[config.mk]
export PLATFORM = sky130hd
export DESIGN_NAME = brake_power_estimator
export DESIGN_NICKNAME = d
export VERILOG_FILES = /design/src/rtl/bpe_pkg.sv /design/src/rtl/brake_power_estimator.sv
export SDC_FILE = /design/constraint.sdc
export NUM_CORES = 2
export LEC_CHECK = 0
export BUFFER_PORTS_ARGS = -buffer_cell sky130_fd_sc_hd__buf_2
export CAP_MARGIN = 25
export CORE_MARGIN = 2
export CORE_UTILIZATION = 45
export DETAILED_ROUTE_END_ITERATION = 8
export GPL_TIMING_DRIVEN = 0
export PLACE_DENSITY_LB_ADDON = 0.08
export SETUP_SLACK_MARGIN = 0.02
export SLEW_MARGIN = 0
export SYNTH_ARGS = -nofsm -noshare
export SYNTH_HDL_FRONTEND = slang
export SYNTH_MEMORY_MAX_BITS = 65536
export SYNTH_SLANG_ARGS = --single-unit
export TNS_END_PERCENT = 50
[constraint.sdc]
create_clock -name clock -period 9.16 [get_ports clock]
set_clock_uncertainty 0.05 [all_clocks]
set_input_delay 0 -clock clock [delete_from_list [all_inputs] [get_ports clock]]
set_output_delay 0 -clock clock [all_outputs]
set_load 0.02 [all_outputs]
[src/rtl/bpe_pkg.sv]
package bpe_pkg;

   // Pipeline depth and the place of each step in it.
   localparam int NUM_STAGES = 27;
   localparam int ST_DIST    = 1;
   localparam int ST_SQ      = 2;
   localparam int ST_PREP    = 3;
   localparam int SPD_FIRST  = 1;
   localparam int SPD_LAST   = 12;
   localparam int DIV_FIRST  = 4;
   localparam int DIV_LAST   = 20;
   localparam int ST_SCALE   = 21;
   localparam int ST_SIGN    = 22;
   localparam int ST_SPD1    = 23;
   localparam int ST_LIN     = 24;
   localparam int ST_SPD2    = 25;
   localparam int ST_OUT     = 26;

   // Fitted model constants.
   localparam logic [10:0] LIN_GAIN      = 11'd1694;
   localparam logic [15:0] LIN_OFFSET    = 16'd574;
   localparam logic [15:0] CURVE_GAIN    = 16'd6027;
   localparam logic [15:0] CURVE_OFFSET  = 16'd3198;
   localparam logic [12:0] ARC_CENTER    = 13'd1123;
   localparam logic [24:0] ARC_SQUARE    = 25'd1261129;
   localparam logic [15:0] ARC_BIAS      = 16'd19706;
   localparam logic [15:0] MIN_PERIOD    = 16'h0060;
   localparam logic [18:0] SPEED_NUM     = 19'(128 * 2940);
   localparam logic [15:0] POWER_SCALE   = 16'd13;
   localparam logic [11:0] NEUTRAL_RESET = 12'd2048;

   // Everything one item carries down the pipeline.
   typedef struct packed {
      logic        zero;
      logic        neg;
      logic [15:0] per;
      logic [14:0] z1h;
      logic [11:0] delta;
      logic [23:0] sq;
      logic [15:0] dvs;
      logic [22:0] num;
      logic [15:0] mrem;
      logic [16:0] quo;
      logic [15:0] srem;
      logic [11:0] spd;
      logic [15:0] z2;
   } item_type;

   // One restoring step of the speed division: shifts in numerator bit k.
   function automatic item_type spd_step(item_type it, int k);
      item_type    res;
      logic [16:0] trial;
      logic [4:0]  nk;
      logic [3:0]  qk;
      res   = it;
      nk    = k[4:0];
      qk    = k[3:0];
      trial = {it.srem, SPEED_NUM[nk]};
      if (trial >= {1'b0, it.per}) begin
         res.srem    = 16'(trial - {1'b0, it.per});
         res.spd[qk] = 1'b1;
      end else begin
         res.srem    = trial[15:0];
         res.spd[qk] = 1'b0;
      end
      return res;
   endfunction

   // One restoring step of the curve division; the dividend is num shifted up by eight.
   function automatic item_type div_step(item_type it, int k);
      item_type    res;
      logic [16:0] trial;
      logic        dbit;
      int          sk;
      logic [4:0]  nk;
      logic [4:0]  qk;
      res   = it;
      sk    = (k >= 8) ? (k - 8) : 0;
      nk    = sk[4:0];
      qk    = k[4:0];
      dbit  = (k >= 8) ? it.num[nk] : 1'b0;
      trial = {it.mrem, dbit};
      if (trial >= {1'b0, it.dvs}) begin
         res.mrem    = 16'(trial - {1'b0, it.dvs});
         res.quo[qk] = 1'b1;
      end else begin
         res.mrem    = trial[15:0];
         res.quo[qk] = 1'b0;
      end
      return res;
   endfunction

endpackage

[src/rtl/brake_power_estimator.sv]
// A beat accepted at the input passes through stage registers 0 to 26 in order and appears on rsp_tdata from the last.
// Throughput: one beat per cycle while rsp_tready is high, set by the 27 register stages; both dividers retire
// one quotient bit per stage, so no unit is shared between items.
// Back-pressure holds only the stages behind a stalled one, so bubbles are filled.
// Reset (synchronous, active high) empties every stage and sets the neutral level to 2048.
module brake_power_estimator
   import bpe_pkg::*;
(
   input  logic        clock,
   input  logic        reset,
   input  logic        req_tvalid,
   output logic        req_tready,
   input  logic [31:0] req_tdata,   // [11:0] brake_level, [27:12] wheel_period, rest zero
   output logic        rsp_tvalid,
   input  logic        rsp_tready,
   output logic [15:0] rsp_tdata,   // [15:0] power_x13
   input  logic        csr_wr_en,
   input  logic [11:0] csr_wr_data
);

   logic [11:0]           neutral_ff;
   logic [NUM_STAGES-1:0] valid_ff;
   logic [NUM_STAGES-1:0] valid_in;
   logic [NUM_STAGES-1:0] stall;
   item_type              stage_ff [NUM_STAGES];
   item_type              stage_in [NUM_STAGES];

   // Neutral level register.
   always_ff @(posedge clock) begin
      if (reset) begin
         neutral_ff <= NEUTRAL_RESET;
      end else if (csr_wr_en) begin
         neutral_ff <= csr_wr_data;
      end
   end

   // First stage: period floor, linear term and distance from neutral.
   always_comb begin
      logic [11:0] lvl;
      logic [15:0] prd;
      logic [12:0] diff;
      logic [23:0] lin;
      logic [15:0] z1;
      lvl  = req_tdata[11:0];
      prd  = req_tdata[27:12];
      diff = {1'b0, lvl} - {1'b0, neutral_ff};
      lin  = 24'(lvl) * 24'(LIN_GAIN);
      z1   = lin[23:8] + LIN_OFFSET;
      stage_in[0]       = '0;
      stage_in[0].zero  = (prd == 16'd0);
      stage_in[0].per   = (prd > MIN_PERIOD) ? prd : MIN_PERIOD;
      stage_in[0].z1h   = z1[15:1];
      stage_in[0].neg   = diff[12];
      stage_in[0].delta = diff[12] ? 12'(13'd0 - diff) : diff[11:0];
      stage_in[0].srem  = 16'(SPEED_NUM[18:12]);
   end

   assign valid_in[0] = req_tvalid;

   // Later stages, each one step of the calculation.
   for (genvar i = 1; i < NUM_STAGES; i++) begin : g_step
      assign valid_in[i] = valid_ff[i-1];

      always_comb begin
         logic [31:0] prod;
         logic [12:0] t;
         logic [24:0] s;
         prod        = '0;
         t           = '0;
         s           = '0;
         stage_in[i] = stage_ff[i-1];

         // Distance from the arc centre, folded to a magnitude.
         if (i == ST_DIST) begin
            t = {1'b0, stage_ff[i-1].delta} - ARC_CENTER;
            stage_in[i].delta = t[12] ? 12'(13'd0 - t) : t[11:0];
         end

         // Squared distance.
         if (i == ST_SQ) begin
            prod = 32'(stage_ff[i-1].delta) * 32'(stage_ff[i-1].delta);
            stage_in[i].sq = prod[23:0];
         end

         // Divisor, numerator magnitude and the leading remainder of the curve division.
         if (i == ST_PREP) begin
            stage_in[i].dvs = stage_ff[i-1].sq[23:8] + ARC_BIAS;
            s = ARC_SQUARE - {1'b0, stage_ff[i-1].sq};
            if (s[24]) begin
               stage_in[i].num = 23'(25'd0 - s);
               stage_in[i].neg = ~stage_ff[i-1].neg;
            end else begin
               stage_in[i].num = s[22:0];
            end
            stage_in[i].mrem = 16'(stage_in[i].num[22:9]);
         end

         // Speed division, one quotient bit per stage.
         if (i >= SPD_FIRST && i <= SPD_LAST) begin
            stage_in[i] = spd_step(stage_in[i], SPD_LAST - i);
         end

         // Curve division, one quotient bit per stage.
         if (i >= DIV_FIRST && i <= DIV_LAST) begin
            stage_in[i] = div_step(stage_in[i], DIV_LAST - i);
         end

         // Curve scaling.
         if (i == ST_SCALE) begin
            prod = 32'(stage_ff[i-1].quo[15:0]) * 32'(CURVE_GAIN);
            stage_in[i].z2 = prod[31:16];
         end

         // Sign restore and offset.
         if (i == ST_SIGN) begin
            stage_in[i].z2 = (stage_ff[i-1].neg ? (16'd0 - stage_ff[i-1].z2)
                                                : stage_ff[i-1].z2) + CURVE_OFFSET;
         end

         // First speed product.
         if (i == ST_SPD1) begin
            prod = 32'(stage_ff[i-1].z2) * 32'(stage_ff[i-1].spd);
            stage_in[i].z2 = prod[24:9];
         end

         // Add half the linear term.
         if (i == ST_LIN) begin
            stage_in[i].z2 = stage_ff[i-1].z2 + {1'b0, stage_ff[i-1].z1h};
         end

         // Second speed product.
         if (i == ST_SPD2) begin
            prod = 32'(stage_ff[i-1].z2) * 32'(stage_ff[i-1].spd);
            stage_in[i].z2 = prod[31:16];
         end

         // Power scale; an unknown period gives zero.
         if (i == ST_OUT) begin
            prod = 32'(stage_ff[i-1].z2) * 32'(POWER_SCALE);
            stage_in[i].z2 = stage_ff[i-1].zero ? 16'd0 : prod[15:0];
         end
      end
   end

   // A stage holds only when it is full and the stage after it holds.
   for (genvar i = 0; i < NUM_STAGES; i++) begin : g_stage
      if (i == NUM_STAGES - 1) begin : g_last
         assign stall[i] = valid_ff[i] & ~rsp_tready;
      end else begin : g_mid
         assign stall[i] = valid_ff[i] & stall[i+1];
      end

      always_ff @(posedge clock) begin
         if (reset) begin
            valid_ff[i] <= 1'b0;
         end else if (!stall[i]) begin
            valid_ff[i] <= valid_in[i];
         end
      end

      always_ff @(posedge clock) begin
         if (!stall[i]) begin
            stage_ff[i] <= stage_in[i];
         end
      end
   end

   assign req_tready = ~stall[0];
   assign rsp_tvalid = valid_ff[NUM_STAGES-1];
   assign rsp_tdata  = stage_ff[NUM_STAGES-1].z2;

   // The input is refused only when every stage holds a beat.
   a_full_when_refused: assert property (@(posedge clock) disable iff (reset)
      !req_tready |-> (&valid_ff))
      else $error("input refused while the pipeline has an empty stage");

   // The speed quotient stays within the range the period floor allows.
   a_speed_range: assert property (@(posedge clock) disable iff (reset)
      valid_ff[SPD_LAST] |-> (stage_ff[SPD_LAST].spd >= 12'd5 &&
                              stage_ff[SPD_LAST].spd <= 12'd3920))
      else $error("speed quotient out of range");

   // The curve division leaves a remainder below its divisor.
   a_rem_below_div: assert property (@(posedge clock) disable iff (reset)
      valid_ff[DIV_LAST] |-> (stage_ff[DIV_LAST].mrem < stage_ff[DIV_LAST].dvs))
      else $error("curve division remainder not below divisor");

   // A beat with an unknown period leaves as zero.
   a_zero_period: assert property (@(posedge clock) disable iff (reset)
      (valid_ff[ST_OUT] && stage_ff[ST_OUT].zero) |-> (rsp_tdata == 16'd0))
      else $error("unknown period did not give zero power");

endmodule

==> results.cfg <==
[die]
fp-row-count = 179
die_y_um = 492.5
initial_utilization = 0.4520
chipWidth_um = 492.5
fp.coreArea_um2 = 237600
pin_count = 67
dieArea_um2 = 242600

[sta]
tightestPinTransition_ns = 0.9629
rsz0062_at_grt = false
setup_ws_ns = 2.204
fin_crit_sh = 0.7594
setup_viol = 0
fin_crit_ns = 6.956
drv_slew = 0
relSlewSlack = 0.3580
finalHoldViolations = 0
hold_ws_ns = 0.1107
fmaxAchievable_mhz = 143.8

[synth]
yosysWarnings = 0
synth_common_cells = 1,857 x edfxtp_1, 1,333 x inv_1, 840 x ha_1
synth_edf_count = 1857
syn_inst = 8661
async_reset_ff_frac = 0
yosys.area.top_type = edfxtp_1
yosys_register_bits = 1896
synth.avg_cell_area_um2 = 12.40
ys_seq_area_frac = 0.5265
yosys-top-cells-area = edfxtp_1 52%, ha_1 9.8%, fa_1 9.4%
synthDistinctLibCells = 97
ys.flop_type = edfxtp_1
syn-num-nets = 10056
synth_most_common_cell = edfxtp_1
synthesis.area_um2 = 107400
synth_top_area_frac = 0.5192

[setup_path]
cp_cell_sequence = clkbuf_1 -> nand2_1 -> fa_1 -> inv_1 -> ha_1 -> inv_1 -> fa_1 -> inv_1 -> ha_1 -> inv_1 -> fa_1 -> inv_1 -> ha_1 -> a211oi_1 -> o21bai_1 -> a21oi_1 -> o21ai_0 -> o211ai_1 -> a21boi_0 -> o21a_1 -> o41ai_1 -> o21ba_2 -> a21oi_1
crit_path_frequent_cell = inv_1
max_stage_delay_ns = 0.69
cp_top_family = compound AO/OA/AOI/OAI gates
startpoint_type = register
crit_buf_inv = 6
cp.depth = 23
worstPathRequired_ns = 9.66
worstSetupEndpointType = register
crit_type = register to register
rr_worst_depth = 23
cp_slowest_cell = edfxtp_1
cp.arrival_ns = 7.46
crit_path_max_fanout = 10

[routing]
post_drt_wl_per_cell_um = 16.26
first_pass_iters = 8
vias = 61801
viasPerCell = 4.986
ant_nets = 0
drt_wl_total_mm = 201.5
drc = 0
dr.first_iter.drc_count = 3164

[global_routing]
antenna_found_initial = 3
grt_pass1_vias = 63716
grt.total_usage = 0.1683
grt_start_max_net_pins = 75
grt_pass1_wl_mm = 332.2
overflow = 0

[placed_design]
pre_cts_slack_ns = 2.071
routabilityCongestion = 0.8486
dpl.hpwl_mm = 155.0
numPortBuffers = 60

[clock_network]
insertion_delay_ns = 0.83
cts.sinks = 1896
cts_tree = built
numCtsBuffers = 203
clk_path_buf_depth = 3
htree_levels = 4
cts_resized = 0
cts_root_buf = clkbuf_16
cts.clk_slew.worst_paths_ns = 0.06

[hold_path]
holdPathStages = 5
hold_class = input pin to register

[run_status]
outcome = finished clean

[layout]
drive_gt1_frac = 0.08477
syn2layout_area_growth_pct = 12.05
fin_nets = 10449
post-route-util = 0.5064

[job]
cap_viol_max_count = 0
[layer usage]
| layer | track usage | vias up | wire length (um) |
|---|---|---|---|
| met5 | 0 | - | 11 |
| li1 | - | 30751 | - |
| met1 | 0.2196 | 29944 | 90140 |
| met2 | 0.2927 | 817 | 100400 |
| met4 | 0.04426 | 2 | 4455 |
| met3 | 0.02514 | 287 | 6538 |
[area by class of cell]
type	instances	area, um2
Sequential cell	1896	56540
Antenna cell	4	10.01
Multi-Input combinational cell	5248	45140
Tap cell	3167	3963
Timing Repair Buffer	188	1979
Fill cell	20576	117300
Clock buffer	246	5336
Inverter	1334	5025
Clock inverter	130	1524
Buffer	183	810.8
[cells by family after synthesis]
| kind of cell | share of synthesized area |
|---|---|
| adder cells (fa/ha/maj) | 0.1923 |
| multiplexers | 0.03074 |
| XOR/XNOR | 0.04060 |
| flip-flops | 0.5265 |
| buffers and inverters | 0.05417 |
| AND/OR/NAND/NOR | 0.08959 |
| AO/OA/AOI/OAI | 0.06613 |
[through the flow]
step                TNS [ns]  cell area (um2)  std cells
global placement     -122.58           111700      11888
detailed placement         0           112500      11920
finish                     0           120300      12396
CTS                        0           120300      12391
floorplan                  0           107400       8661
global route               0           120300      12394
[timing repair]
action                                 4_1_cts  5_1_grt
endpoints found under the hold margin       92        0
setup buffers                                0        0
hold buffers                                95        0
[worst reg2reg max path: cells and delay by family (launching register included)]
family | cells | cell delay [ns]
buffers and inverters | 6 | 0.84
and+or+nand+nor | 1 | 0.19
DFF | 1 | 0.69
AOI/OAI and AO/OA | 10 | 2.75
adders and majority gates | 6 | 2.18
[worst paths after layout]
kind                                   startpoint  slack, ns                 to
worst min-delay path                req_tdata[15]       0.11   stage_ff[0][184]
worst max register to register  stage_ff[1][1131]       2.20  stage_ff[1][1307]
worst min register to register   stage_ff[1][344]       0.36   stage_ff[1][529]
worst max-delay path            stage_ff[1][1131]       2.20  stage_ff[1][1307]
[sequential cells by signal, summed over array words and instances, names as in the netlist]
register and cells:
valid_ff 26, stage_ff 1857, neutral_ff 12, rsp_tvalid 1
[placed cells by master (no fill, tap or decap), drive strengths merged, types with 55 or more instances in the layout]
cell and instances:
and2 213, mux2i 55, inv 1344, xnor2 331, fa 506, a21oi 328, nand3 137, nand2 590
nor2b 117, nor2 496, mux2 244, a21boi 83, clkinv 82, a21o 115, nand2b 68, clkbuf 375
buf 147, xor2 166, ha 840, o21ai 252, dlygate4sd3 95, edfxtp 1857, nand4 71, nor3 127
Power is not shown: default switching activity piles up to over one toggle a cycle in this logic, so the estimate is an artifact.
